$ cat src/design/hrhp_pkg.sv
package hrhp_pkg;

	// line parser phases
	typedef enum logic [2:0] {
		PH_PREFIX  = 3'd0,
		PH_VERSION = 3'd1,
		PH_SPACES  = 3'd2,
		PH_CODE    = 3'd3,
		PH_SKIP    = 3'd4,
		PH_NAME    = 3'd5,
		PH_VALWS   = 3'd6,
		PH_VALDIG  = 3'd7
	} phase_t;

	// result status codes
	localparam logic [2:0] ST_OK          = 3'd0;
	localparam logic [2:0] ST_BAD_VERSION = 3'd1;
	localparam logic [2:0] ST_NO_SPACE    = 3'd2;
	localparam logic [2:0] ST_BAD_CODE    = 3'd3;
	localparam logic [2:0] ST_JUNK        = 3'd4;
	localparam logic [2:0] ST_TOO_LONG    = 3'd5;

	// character constants
	localparam logic [7:0] CH_CR    = 8'h0d;
	localparam logic [7:0] CH_LF    = 8'h0a;
	localparam logic [7:0] CH_NUL   = 8'h00;
	localparam logic [7:0] CH_SP    = 8'h20;
	localparam logic [7:0] CH_TAB   = 8'h09;
	localparam logic [7:0] CH_COLON = 8'h3a;
	localparam logic [7:0] CH_ZERO  = 8'h30;
	localparam logic [7:0] CH_NINE  = 8'h39;

	localparam logic [3:0] PREFIX_LEN = 4'd5;
	localparam logic [3:0] NAME_LEN   = 4'd14;
	localparam logic [3:0] COL_MAX    = 4'd15;

	// result field widths and packing
	localparam int STATUS_W = 3;
	localparam int CODE_W   = 16;
	localparam int LEN_W    = 32;
	localparam int HDR_W    = 14;
	localparam int OUT_W    = STATUS_W + CODE_W + LEN_W + HDR_W;
	localparam int OUT_TW   = ((OUT_W + 7) / 8) * 8;

	// per-line parse state
	typedef struct packed {
		phase_t             phase;
		logic [3:0]         column;
		logic               mismatch;
		logic [CODE_W-1:0]  code;
		logic [LEN_W-1:0]   len;
		logic [STATUS_W-1:0] err;
	} pst_t;

	function automatic logic [7:0] prefix_char(input logic [3:0] i);
		case (i)
			4'd0: prefix_char = 8'h48; // H
			4'd1: prefix_char = 8'h54; // T
			4'd2: prefix_char = 8'h54; // T
			4'd3: prefix_char = 8'h50; // P
			4'd4: prefix_char = 8'h2f; // /
			default: prefix_char = 8'hff;
		endcase
	endfunction

	// lower-case content-length
	function automatic logic [7:0] name_char(input logic [3:0] i);
		case (i)
			4'd0: name_char = 8'h63;
			4'd1: name_char = 8'h6f;
			4'd2: name_char = 8'h6e;
			4'd3: name_char = 8'h74;
			4'd4: name_char = 8'h65;
			4'd5: name_char = 8'h6e;
			4'd6: name_char = 8'h74;
			4'd7: name_char = 8'h2d;
			4'd8: name_char = 8'h6c;
			4'd9: name_char = 8'h65;
			4'd10: name_char = 8'h6e;
			4'd11: name_char = 8'h67;
			4'd12: name_char = 8'h74;
			4'd13: name_char = 8'h68;
			default: name_char = 8'hff;
		endcase
	endfunction

	function automatic logic [7:0] lower_ascii(input logic [7:0] c);
		lower_ascii = (c >= 8'h41 && c <= 8'h5a) ? c + 8'd32 : c;
	endfunction

	function automatic logic is_digit(input logic [7:0] c);
		is_digit = (c >= CH_ZERO) && (c <= CH_NINE);
	endfunction

	// one character of a line
	function automatic pst_t feed_char(input pst_t s, input logic [7:0] c);
		pst_t r;
		logic [3:0] d;
		logic [CODE_W+3:0] cv;
		logic [LEN_W+3:0] lv;
		r = s;
		d = c[3:0] - CH_ZERO[3:0];
		cv = {s.code, 3'b0} + {2'b0, s.code, 1'b0} + {{CODE_W{1'b0}}, d};
		lv = {s.len, 3'b0} + {2'b0, s.len, 1'b0} + {{LEN_W{1'b0}}, d};
		case (s.phase)
			PH_PREFIX: begin
				if (s.column < PREFIX_LEN && c == prefix_char(s.column)) begin
					r.column = s.column + 4'd1;
					if (s.column == PREFIX_LEN - 4'd1)
						r.phase = PH_VERSION;
				end else begin
					r.err = ST_BAD_VERSION;
				end
			end
			PH_VERSION: begin
				if (c == CH_SP)
					r.phase = PH_SPACES;
			end
			PH_SPACES: begin
				if (c != CH_SP) begin
					if (is_digit(c)) begin
						r.code = {{(CODE_W-4){1'b0}}, d};
						r.phase = PH_CODE;
					end else begin
						r.err = ST_BAD_CODE;
					end
				end
			end
			PH_CODE: begin
				if (is_digit(c))
					r.code = (cv[CODE_W+3:CODE_W] != 4'd0) ? {CODE_W{1'b1}} : cv[CODE_W-1:0];
				else if (c == CH_SP)
					r.phase = PH_SKIP;
				else
					r.err = ST_JUNK;
			end
			PH_NAME: begin
				if (c == CH_COLON) begin
					r.phase = (!s.mismatch && s.column == NAME_LEN) ? PH_VALWS : PH_SKIP;
				end else begin
					if (!(s.column < NAME_LEN && lower_ascii(c) == name_char(s.column)))
						r.mismatch = 1'b1;
					if (s.column < COL_MAX)
						r.column = s.column + 4'd1;
				end
			end
			PH_VALWS: begin
				if (c != CH_SP && c != CH_TAB) begin
					if (is_digit(c)) begin
						r.len = {{(LEN_W-4){1'b0}}, d};
						r.phase = PH_VALDIG;
					end else begin
						r.phase = PH_SKIP;
					end
				end
			end
			PH_VALDIG: begin
				if (is_digit(c))
					r.len = (lv[LEN_W+3:LEN_W] != 4'd0) ? {LEN_W{1'b1}} : lv[LEN_W-1:0];
				else
					r.phase = PH_SKIP;
			end
			default: ;
		endcase
		return r;
	endfunction

	// line end: status line errors or start of a header line
	function automatic pst_t end_line(input pst_t s);
		pst_t r;
		r = s;
		case (s.phase)
			PH_PREFIX:  r.err = ST_BAD_VERSION;
			PH_VERSION: r.err = ST_NO_SPACE;
			PH_SPACES:  r.err = ST_BAD_CODE;
			default: begin
				r.phase = PH_NAME;
				r.column = 4'd0;
				r.mismatch = 1'b0;
			end
		endcase
		return r;
	endfunction

endpackage

$ cat src/design/http_response_header_parser_unit.sv
// HTTP response header parser. Takes the response one byte per transfer on the
// s_ side (s_tuser high on the first byte of a response clears all parse state)
// and gives one result on the m_ side when the header ends at LF LF or LF CR LF,
// or when MAX_HEADER bytes pass without an end. One byte is taken every cycle
// while the result register is free; a result is registered in the result register
// when the byte that caused it moves on from the input register. The rate is set by
// the update of the parse state, which sits between the input register and the result
// register. Bytes after a result are taken and dropped until the next first byte.
module http_response_header_parser_unit import hrhp_pkg::*; #(
	parameter int MAX_HEADER = 8192
) (
	input  logic              clk,
	input  logic              arst_n,
	input  logic              s_tvalid,
	output logic              s_tready,
	input  logic [7:0]        s_tdata,   // data_byte
	input  logic              s_tuser,   // first_byte
	output logic              m_tvalid,
	input  logic              m_tready,
	output logic [OUT_TW-1:0] m_tdata    // parse_status, status_code, content_length,
	                                     // header_bytes, zero fill
);

	localparam int CW = $clog2(MAX_HEADER + 1);

	// input stage
	logic       valid_s1;
	logic [7:0] byte_s1;
	logic       first_s1;

	// parse state
	pst_t       pst_q;
	logic       pcr_q;
	logic       stopped_q;
	logic       finished_q;
	logic [1:0] ed_q;
	logic [CW-1:0] bc_q;

	// result register
	logic              out_valid_q;
	logic [OUT_TW-1:0] out_data_q;

	// next state
	pst_t          pst_n;
	logic          pcr_n;
	logic          stopped_n;
	logic          finished_n;
	logic [1:0]    ed_n;
	logic [CW-1:0] bc_n;
	logic          emit;
	logic          done;
	logic          too_long;
	logic          take;
	logic [OUT_TW-1:0] result;
	logic [CW+HDR_W-1:0] bc_ext;

	logic out_busy;
	logic adv;

	assign out_busy = out_valid_q && !m_tready;
	assign adv      = valid_s1 && !out_busy;
	assign s_tready = !valid_s1 || !out_busy;
	assign m_tvalid = out_valid_q;
	assign m_tdata  = out_data_q;

	// input register
	always_ff @(posedge clk or negedge arst_n) begin
		if (!arst_n) begin
			valid_s1 <= 1'b0;
		end else if (s_tready) begin
			valid_s1 <= s_tvalid;
		end
	end

	always_ff @(posedge clk) begin
		if (s_tvalid && s_tready) begin
			byte_s1  <= s_tdata;
			first_s1 <= s_tuser;
		end
	end

	// byte step: next parse state
	always_comb begin
		pst_n      = pst_q;
		pcr_n      = pcr_q;
		stopped_n  = stopped_q;
		finished_n = finished_q;
		ed_n       = ed_q;
		bc_n       = bc_q;
		done       = 1'b0;
		too_long   = 1'b0;
		take       = 1'b1;
		if (first_s1) begin
			pst_n.phase    = PH_PREFIX;
			pst_n.column   = 4'd0;
			pst_n.mismatch = 1'b0;
			pst_n.code     = '0;
			pst_n.len      = '0;
			pst_n.err      = ST_OK;
			pcr_n          = 1'b0;
			stopped_n      = 1'b0;
			finished_n     = 1'b0;
			ed_n           = 2'd0;
			bc_n           = '0;
		end
		if (!finished_n) begin
			bc_n = bc_n + {{(CW-1){1'b0}}, 1'b1};
			// interpretation of the byte
			if (!stopped_n && pst_n.err == ST_OK) begin
				if (pcr_n) begin
					pcr_n = 1'b0;
					if (byte_s1 == CH_LF) begin
						pst_n = end_line(pst_n);
						take = 1'b0;
					end else begin
						pst_n = feed_char(pst_n, CH_CR);
						if (pst_n.err != ST_OK)
							take = 1'b0;
					end
				end
				if (take) begin
					if (byte_s1 == CH_CR) begin
						pcr_n = 1'b1;
					end else if (byte_s1 == CH_LF) begin
						pst_n = end_line(pst_n);
					end else if (byte_s1 == CH_NUL) begin
						pst_n = end_line(pst_n);
						stopped_n = 1'b1;
					end else begin
						pst_n = feed_char(pst_n, byte_s1);
					end
				end
			end
			// header end search
			if (byte_s1 == CH_LF) begin
				done = (ed_n != 2'd0);
				ed_n = 2'd1;
			end else if (byte_s1 == CH_CR) begin
				ed_n = (ed_n == 2'd1) ? 2'd2 : 2'd0;
			end else begin
				ed_n = 2'd0;
			end
			too_long = !done && (bc_n >= CW'(MAX_HEADER));
			finished_n = done || too_long;
		end
	end

	// result fields
	assign bc_ext = {{HDR_W{1'b0}}, bc_n};
	assign emit   = done || too_long;

	always_comb begin
		result = '0;
		if (too_long) begin
			result[STATUS_W-1:0] = ST_TOO_LONG;
		end else begin
			result[STATUS_W-1:0] = pst_n.err;
			if (pst_n.err == ST_OK) begin
				result[STATUS_W +: CODE_W]        = pst_n.code;
				result[STATUS_W+CODE_W +: LEN_W]  = pst_n.len;
			end
			result[STATUS_W+CODE_W+LEN_W +: HDR_W] = bc_ext[HDR_W-1:0];
		end
	end

	// parse state registers
	always_ff @(posedge clk or negedge arst_n) begin
		if (!arst_n) begin
			pst_q.phase    <= PH_PREFIX;
			pst_q.column   <= 4'd0;
			pst_q.mismatch <= 1'b0;
			pst_q.code     <= '0;
			pst_q.len      <= '0;
			pst_q.err      <= ST_OK;
			pcr_q          <= 1'b0;
			stopped_q      <= 1'b0;
			finished_q     <= 1'b0;
			ed_q           <= 2'd0;
			bc_q           <= '0;
		end else if (adv) begin
			pst_q      <= pst_n;
			pcr_q      <= pcr_n;
			stopped_q  <= stopped_n;
			finished_q <= finished_n;
			ed_q       <= ed_n;
			bc_q       <= bc_n;
		end
	end

	// result register
	always_ff @(posedge clk or negedge arst_n) begin
		if (!arst_n) begin
			out_valid_q <= 1'b0;
		end else if (adv && emit) begin
			out_valid_q <= 1'b1;
		end else if (m_tready) begin
			out_valid_q <= 1'b0;
		end
	end

	always_ff @(posedge clk) begin
		if (adv && emit)
			out_data_q <= result;
	end

	// checks
	a_err_fields_zero: assert property (@(posedge clk) disable iff (!arst_n)
		m_tvalid && m_tdata[STATUS_W-1:0] != ST_OK |->
		m_tdata[STATUS_W+CODE_W+LEN_W-1:STATUS_W] == '0)
		else $error("error result carries a code or a length");

	a_too_long_no_offset: assert property (@(posedge clk) disable iff (!arst_n)
		m_tvalid && m_tdata[STATUS_W-1:0] == ST_TOO_LONG |->
		m_tdata[STATUS_W+CODE_W+LEN_W +: HDR_W] == '0)
		else $error("header too long result carries a body offset");

	a_count_bound: assert property (@(posedge clk) disable iff (!arst_n)
		bc_q <= CW'(MAX_HEADER))
		else $error("byte count passed the header limit");

	a_result_ends_parse: assert property (@(posedge clk) disable iff (!arst_n)
		adv && emit |=> finished_q)
		else $error("result given without ending the response");

endmodule

$ cat config.mk
export PLATFORM = sky130hd
export DESIGN_NAME = http_response_header_parser_unit
export DESIGN_NICKNAME = d
export VERILOG_FILES = /design/src/design/hrhp_pkg.sv /design/src/design/http_response_header_parser_unit.sv
export SDC_FILE = /design/constraint.sdc
export NUM_CORES = 1
export LEC_CHECK = 0
export BUFFER_PORTS_ARGS = -buffer_cell sky130_fd_sc_hd__buf_2
export CORE_ASPECT_RATIO = 1.25
export CORE_UTILIZATION = 45
export CTS_CLUSTER_DIAMETER = 100
export CTS_CLUSTER_SIZE = 8
export DETAILED_ROUTE_END_ITERATION = 12
export SYNTH_ARGS = -nofsm -noshare
export SYNTH_HDL_FRONTEND = slang
export SYNTH_SLANG_ARGS = --single-unit
$ cat constraint.sdc
create_clock -name clk -period 10.7 [get_ports clk]
set_input_delay 2.14 -clock clk [delete_from_list [all_inputs] [get_ports clk]]
set_output_delay 2.14 -clock clk [all_outputs]
set_load 0.05 [all_outputs]
==> results of run 1 <==
## power by group
group          internal, W  total (W)  switching [W]  leakage, nW
Sequential        0.000671   0.000723      0.0000514         1.78
Combinational     0.000205   0.000631       0.000426         3.98
Clock             0.000306   0.000596       0.000290        0.275
## flip-flops by register name (all words and copies together) (netlist names)
register,count
stopped_q,1
first_s1,1
bc_q,14
byte_s1,8
m_tdata,65
m_tvalid,1
finished_q,1
pst_q,59
valid_s1,1
ed_q,2
pcr_q,1
## layer usage
layer | vias to the layer above | GRT usage | routed length (um)
met1 | 5970 | 0.359 | 17700
li1 | 5897 | - | -
met2 | 487 | 0.510 | 21100
met3 | 111 | 0.0400 | 2360
met4 | 0 | 0.137 | 1660
met5 | - | 0 | 0
## per-stage QoR
step,instances,utilization
3_3_place_gp,1931,0.481
3_5_place_dp,1931,0.481
5_1_grt,1963,0.500
2_1_floorplan,1572,-
4_1_cts,1963,0.500
6_report,1964,0.500
## Yosys cell counts (8+ instances only)
cell | instances | area, um2
o22ai_1 | 8 | 50.1
and3_1 | 14 | 87.6
or2_2 | 8 | 50.1
xnor2_1 | 30 | 263
a21oi_1 | 139 | 696
nand2b_1 | 15 | 93.8
buf_4 | 8 | 60.1
nor2_1 | 127 | 477
edfxtp_1 | 74 | 2220
o221ai_1 | 8 | 70.1
inv_1 | 51 | 191
o211ai_1 | 43 | 323
o21ai_0 | 108 | 541
nor2b_1 | 53 | 332
a211oi_1 | 19 | 143
and2_1 | 17 | 106
a21o_1 | 24 | 180
or4_1 | 8 | 60.1
nor3_1 | 46 | 230
a31oi_1 | 28 | 175
buf_2 | 9 | 45.0
o21a_1 | 12 | 90.1
mux2i_1 | 9 | 90.1
dfrtp_1 | 80 | 2000
nand2_1 | 169 | 634
ha_1 | 101 | 1260
xor2_1 | 25 | 219
a32oi_1 | 8 | 70.1
o31ai_1 | 16 | 120
nand4_1 | 15 | 93.8
nand3_1 | 55 | 275
clkbuf_1 | 74 | 278
or3_1 | 9 | 56.3
## logic make-up (layout without fill, tap and decap cells)
logic type,count (synthesis),in the layout,synth area share
compound gates,514,514,0.260
xor+xnor,55,55,0.0368
fa+ha+maj,105,105,0.103
buf+inv,150,186,0.0487
flops,154,154,0.323
mux,14,14,0.0123
other cells,1,8,0.000287
simple gates,573,573,0.216
## path summary, 6_finish.rpt
path,from,endpoint,slack (ns),depth (start not counted)
hold reg to reg,pst_q[3]$_DFFE_PN0P_,pst_q[3]$_DFFE_PN0P_,0.48,2
setup reg to reg,byte_s1[4]$_DFFE_PP_,m_tdata[39]$_SDFFCE_PP0P_,4.12,17
min in group asynchronous,arst_n,pst_q[51]$_DFFE_PN0P_,1.64,1
hold / removal,pst_q[3]$_DFFE_PN0P_,pst_q[3]$_DFFE_PN0P_,0.48,2
setup / recovery,byte_s1[4]$_DFFE_PP_,m_tdata[39]$_SDFFCE_PP0P_,4.12,17
max in group asynchronous,arst_n,pst_q[7]$_DFFE_PN0P_,7.93,2
## layout make-up
cell class                 count  share of cell area
antenna                        1            0.000176
clock buffer                  17              0.0298
clock inverter                15             0.00931
inverter                      51              0.0134
multi-input combinational   1268               0.579
sequential                   154               0.296
tap                          355              0.0312
timing repair buffer         103              0.0406
## tightest hold or removal path, delay by kind of cell, from the launching register on
kind	cells	cell delay [ns]
DFF	1	0.34
and+or+nand+nor	1	0.05
AOI/OAI and AO/OA	1	0.06
==> results.json, run 1 <==
{
  "cts_tree": "done",
  "end_kind": "flop",
  "cpPeakStageDelay_ns": 0.79,
  "wl_per_cell_um": 21.8,
  "cp_top_family": "simple AND/OR/NAND/NOR gates",
  "track_usage": 0.293,
  "synth_seq_cells": 154,
  "numCtsBuffers": 17,
  "vdd_drop_max_uv": 104,
  "hold_slack_ns": 0.482,
  "power_leakage_nw": 6.04,
  "finalClockSkew_ns": 0.0143,
  "layout_commonest_cell": "nand2_1",
  "arrival_ns": 6.78,
  "grt_max_degree": 68,
  "synth-seq-area-share": 0.323,
  "clk_pin_slew_ns": 0.07,
  "slew_headroom": 0.180,
  "fp.dieArea_um2": 29800,
  "ys_types": 92,
  "fp.dieW_um": 154,
  "maxSlewViolCount": 0,
  "place_worst_setup_slack_ns": 4.29,
  "drt-total-wl_mm": 42.8,
  "drv_cap": 0,
  "setup_tns_ns": 0,
  "total_power_w": 0.00195,
  "viasPerCell": 6.35,
  "grt_pass1_wl_mm": 66.9,
  "io_buffers": 79,
  "overflow": 0,
  "initial_core_util": 0.459,
  "critPathMaxFanout": 41,
  "drt-initial-drc-count": 919,
  "startpoint_type": "flop",
  "synth_flop_cell": "dfrtp_1",
  "h-tree-depth": 4,
  "drive_gt1_frac": 0.111,
  "drc": 0,
  "cts_hold_buf": 0,
  "mostFrequentLayoutCells": "nand2_1 (168), a21oi_1 (139), nor2_1 (126), o21ai_0 (107), ha_1 (101)",
  "crit_top_cell": "a21oi_1",
  "cts.path.max_buffers": 2,
  "final_area_um2": 14300,
  "cp_cell_sequence": "or4_4 > nor3_4 > nand2_1 > a21o_1 > o21ai_1 > inv_1 > ha_1 > xnor2_1 > o22ai_1 > or4_1 > a21oi_1 > nand4_2 > nor3_2 > a211oi_2 > a221oi_4 > nand2_2 > a21oi_1",
  "fin_crit_sh": 0.615,
  "hold_path.class": "reg -> reg",
  "cp.required_ns": 10.90,
  "synthArstFlopShare": 0.519,
  "synthCells": 1566,
  "postPlaceCellArea_um2": 13700,
  "core_area_um2": 28500,
  "area_growth_pct": 8.97,
  "antenna_found_initial": 1,
  "yosysWarnings": 0,
  "register_area_um2": 4220,
  "post-route-min-period_ns": 6.58,
  "worst_slew_pin_slew_ns": 1.22,
  "outcome": "finished clean",
  "crit_slowest_cell": "nand2_2",
  "synth_edf_count": 74,
  "criticalPathCategory": "reg -> reg",
  "die_h_um": 193,
  "dpl.hpwl_mm": 30.6,
  "clock_latency_ns": 0.45,
  "fmaxAchievable_mhz": 152,
  "fin_ws_ns": 4.12,
  "grt_pass1_vias": 11900,
  "post_cts_buffers": 0,
  "crit_buf_inv": 1,
  "gp_congestion": 0.973,
  "multi_input_area_um2": 8250,
  "rsz0062_at_grt": "no",
  "setup_viol": 0,
  "hold_viol": 0,
  "p_per_area_nw_per_um2": 137,
  "netlist_area_um2": 13100,
  "cts_sinks": 154,
  "ctsResizeCount": 0,
  "layout.nets": 1713,
  "drtPass1Iterations": 8,
  "rows": 69,
  "drtAntennaViolNets": 0,
  "num_vias": 12500,
  "syn_avg_cell_area_um2": 8.35,
  "clock-root-buffer": "clkbuf_16",
  "fill_cells": 2758,
  "ioPinCount": 87
}
Note: power is estimated with default switching activity, not from simulation.
==> run 2: changes to the inputs <==
Clock period 10.7 ns to 5.9 ns, I/O delays scaled along.
==> results.json, run 2 (synthesis gave the netlist of run 1 again) <==
{
  "ctsResizeCount": 0,
  "cpPeakStageDelay_ns": 0.66,
  "num_vias": 12500,
  "power_leakage_nw": 6.11,
  "rsz0062_at_grt": "no",
  "fmaxAchievable_mhz": 183,
  "outcome": "finished clean",
  "postPlaceCellArea_um2": 13800,
  "hold_path.class": "reg -> reg",
  "hold-path-endpoint": "pst_q[10]$_DFFE_PN0P_",
  "cts_tree": "done",
  "p_switching_w": 0.00139,
  "viasPerCell": 6.33,
  "fp.dieW_um": 154,
  "h-tree-depth": 4,
  "gp_congestion": 1.00,
  "comb_power_share": 0.319,
  "antenna_found_initial": 1,
  "setup_tns_ns": 0,
  "drt-initial-drc-count": 965,
  "vdd_drop_max_uv": 222,
  "cp_cell_sequence": "or4_4 > or3_4 > and3_1 > mux2i_1 > nor2_1 > ha_1 > xnor2_1 > o22ai_1 > or4_1 > a21oi_1 > nand4_2 > nor3_2 > a211oi_2 > a221oi_4 > nand2_2 > buf_4 > o32ai_1",
  "r2r-start": "byte_s1[4]$_DFFE_PP_",
  "numCtsBuffers": 17,
  "clk_pin_slew_ns": 0.07,
  "mostFrequentLayoutCells": "nand2_1 (168), a21oi_1 (139), nor2_1 (126), o21ai_0 (107), ha_1 (101)",
  "holdPathStages": 2,
  "rr_worst_depth": 17,
  "p_per_area_nw_per_um2": 251,
  "finalClockSkew_ns": 0.0132,
  "hold_slack_ns": 0.480,
  "layout_commonest_cell": "nand2_1",
  "cts_hold_buf": 0,
  "cts.path.max_buffers": 2,
  "maxSlewViolCount": 0,
  "ioPinCount": 87,
  "post-route-min-period_ns": 5.48,
  "rows": 69,
  "cp_top_family": "simple AND/OR/NAND/NOR gates",
  "core_area_um2": 28500,
  "post_cts_buffers": 0,
  "slew_headroom": 0.312,
  "worst_slew_pin_slew_ns": 1.02,
  "clock-root-buffer": "clkbuf_16",
  "end_kind": "flop",
  "initial_core_util": 0.459,
  "final_area_um2": 14400,
  "drt-total-wl_mm": 43.1,
  "p_sw_frac": 0.386,
  "largest_register_ffs": 65,
  "cp.required_ns": 6.17,
  "drtPass1Iterations": 5,
  "hold_viol": 0,
  "criticalPathCategory": "reg -> reg",
  "p_int_w": 0.00221,
  "cts_sinks": 154,
  "diodes": 0,
  "fp.dieArea_um2": 29800,
  "multi_input_area_um2": 8250,
  "critPathMaxFanout": 41,
  "min-delay-start": "pst_q[10]$_DFFE_PN0P_",
  "track_usage": 0.294,
  "drv_cap": 0,
  "reg2reg_slack_ns": 0.42,
  "clkPwrFrac": 0.319,
  "fill_cells": 2790,
  "io_buffers": 79,
  "drc": 0,
  "crit_slowest_cell": "or4_4",
  "clock_latency_ns": 0.45,
  "drive_gt1_frac": 0.118,
  "die_h_um": 193,
  "fin_crit_sh": 0.928,
  "startpoint_type": "flop",
  "dpl.hpwl_mm": 31.6,
  "layout.nets": 1724,
  "grt_pass1_vias": 12100,
  "setup_viol": 0,
  "finalCoreUtilization": 0.505,
  "total_power_w": 0.00360,
  "wl_per_cell_um": 21.8,
  "r2r-end": "m_tdata[21]$_SDFFCE_PP0P_",
  "pwr-share-seq": 0.362,
  "arrival_ns": 5.74,
  "crit_buf_inv": 1,
  "drtAntennaViolNets": 0,
  "area_growth_pct": 9.97,
  "register_area_um2": 4220,
  "grt_pass1_wl_mm": 67.2,
  "overflow": 0,
  "grt_max_degree": 66
}
==> run 2: cell types whose count changed in the layout (fill, tap and decap cells not counted), sizes merged <==
| cell | delta |
|---|---|
| buf | +11 |
| clkinv | -3 |
| bufinv | +1 |
| clkbuf | +1 |
| diode | -1 |
| inv | +1 |
==> run 2: worst max path at each step <==
stage	end	startpoint	slack [ns]	cells after the start
floorplan	m_tdata[37]$_SDFFCE_PP0P_	first_s1$_DFFE_PP_	0.34	21
global placement	m_tdata[18]$_SDFFCE_PP0P_	first_s1$_DFFE_PP_	0.61	17
detailed placement	m_tdata[21]$_SDFFCE_PP0P_	byte_s1[4]$_DFFE_PP_	0.51	18
CTS	m_tdata[21]$_SDFFCE_PP0P_	byte_s1[4]$_DFFE_PP_	0.48	17
global route	m_tdata[4]$_SDFFCE_PP0P_	byte_s1[4]$_DFFE_PP_	0.1	17
finish	m_tdata[21]$_SDFFCE_PP0P_	byte_s1[4]$_DFFE_PP_	0.42	17
==> run 2: metrics by stage <==
stage / setup slack, ns / std cells
floorplan: 0.342 / 1572
global placement: 0.607 / 1942
detailed placement: 0.509 / 1942
CTS: 0.485 / 1974
global route: 0.0961 / 1974
finish: 0.424 / 1974
==> run 2: area by class of cell <==
| cell class | count | area share |
|---|---|---|
| well taps | 355 | 0.0309 |
| clock inverters | 14 | 0.0109 |
| flip-flops and latches | 154 | 0.294 |
| inverters | 51 | 0.0133 |
| multi-input cells | 1268 | 0.574 |
| repair buffers | 114 | 0.0468 |
| clock buffers | 18 | 0.0305 |
==> run 2: layer usage <==
layer / vias up / track usage / share of wire
met5: - / 0 / 0
met4: 0 / 0.169 / 0.051
met3: 132 / 0.0406 / 0.053
met2: 475 / 0.502 / 0.49
met1: 5988 / 0.355 / 0.41
li1: 5904 / - / -
==> run 2: power by group through the flow <==
stage | Clock [W] | Combinational [W] | Sequential [W]
after floorplan | 0 | 0.000837 | 0.00129
after global placement | 0 | 0.00112 | 0.00132
after detailed placement | 0 | 0.00113 | 0.00132
after CTS | 0.00116 | 0.00113 | 0.00130
after global routing | 0.00119 | 0.00126 | 0.00132
final | 0.00115 | 0.00115 | 0.00131
==> run 2: worst reg2reg max path, delay by kind of cell (launching register included) <==
kind / cells / cell delay [ns]
DFF: 1 / 0.56
buffers and inverters: 1 / 0.33
muxes: 1 / 0.14
adders and majority gates: 1 / 0.37
and+or+nand+nor: 8 / 2.62
xor gates and xnor gates: 1 / 0.16
AOI/OAI and AO/OA: 5 / 1.14
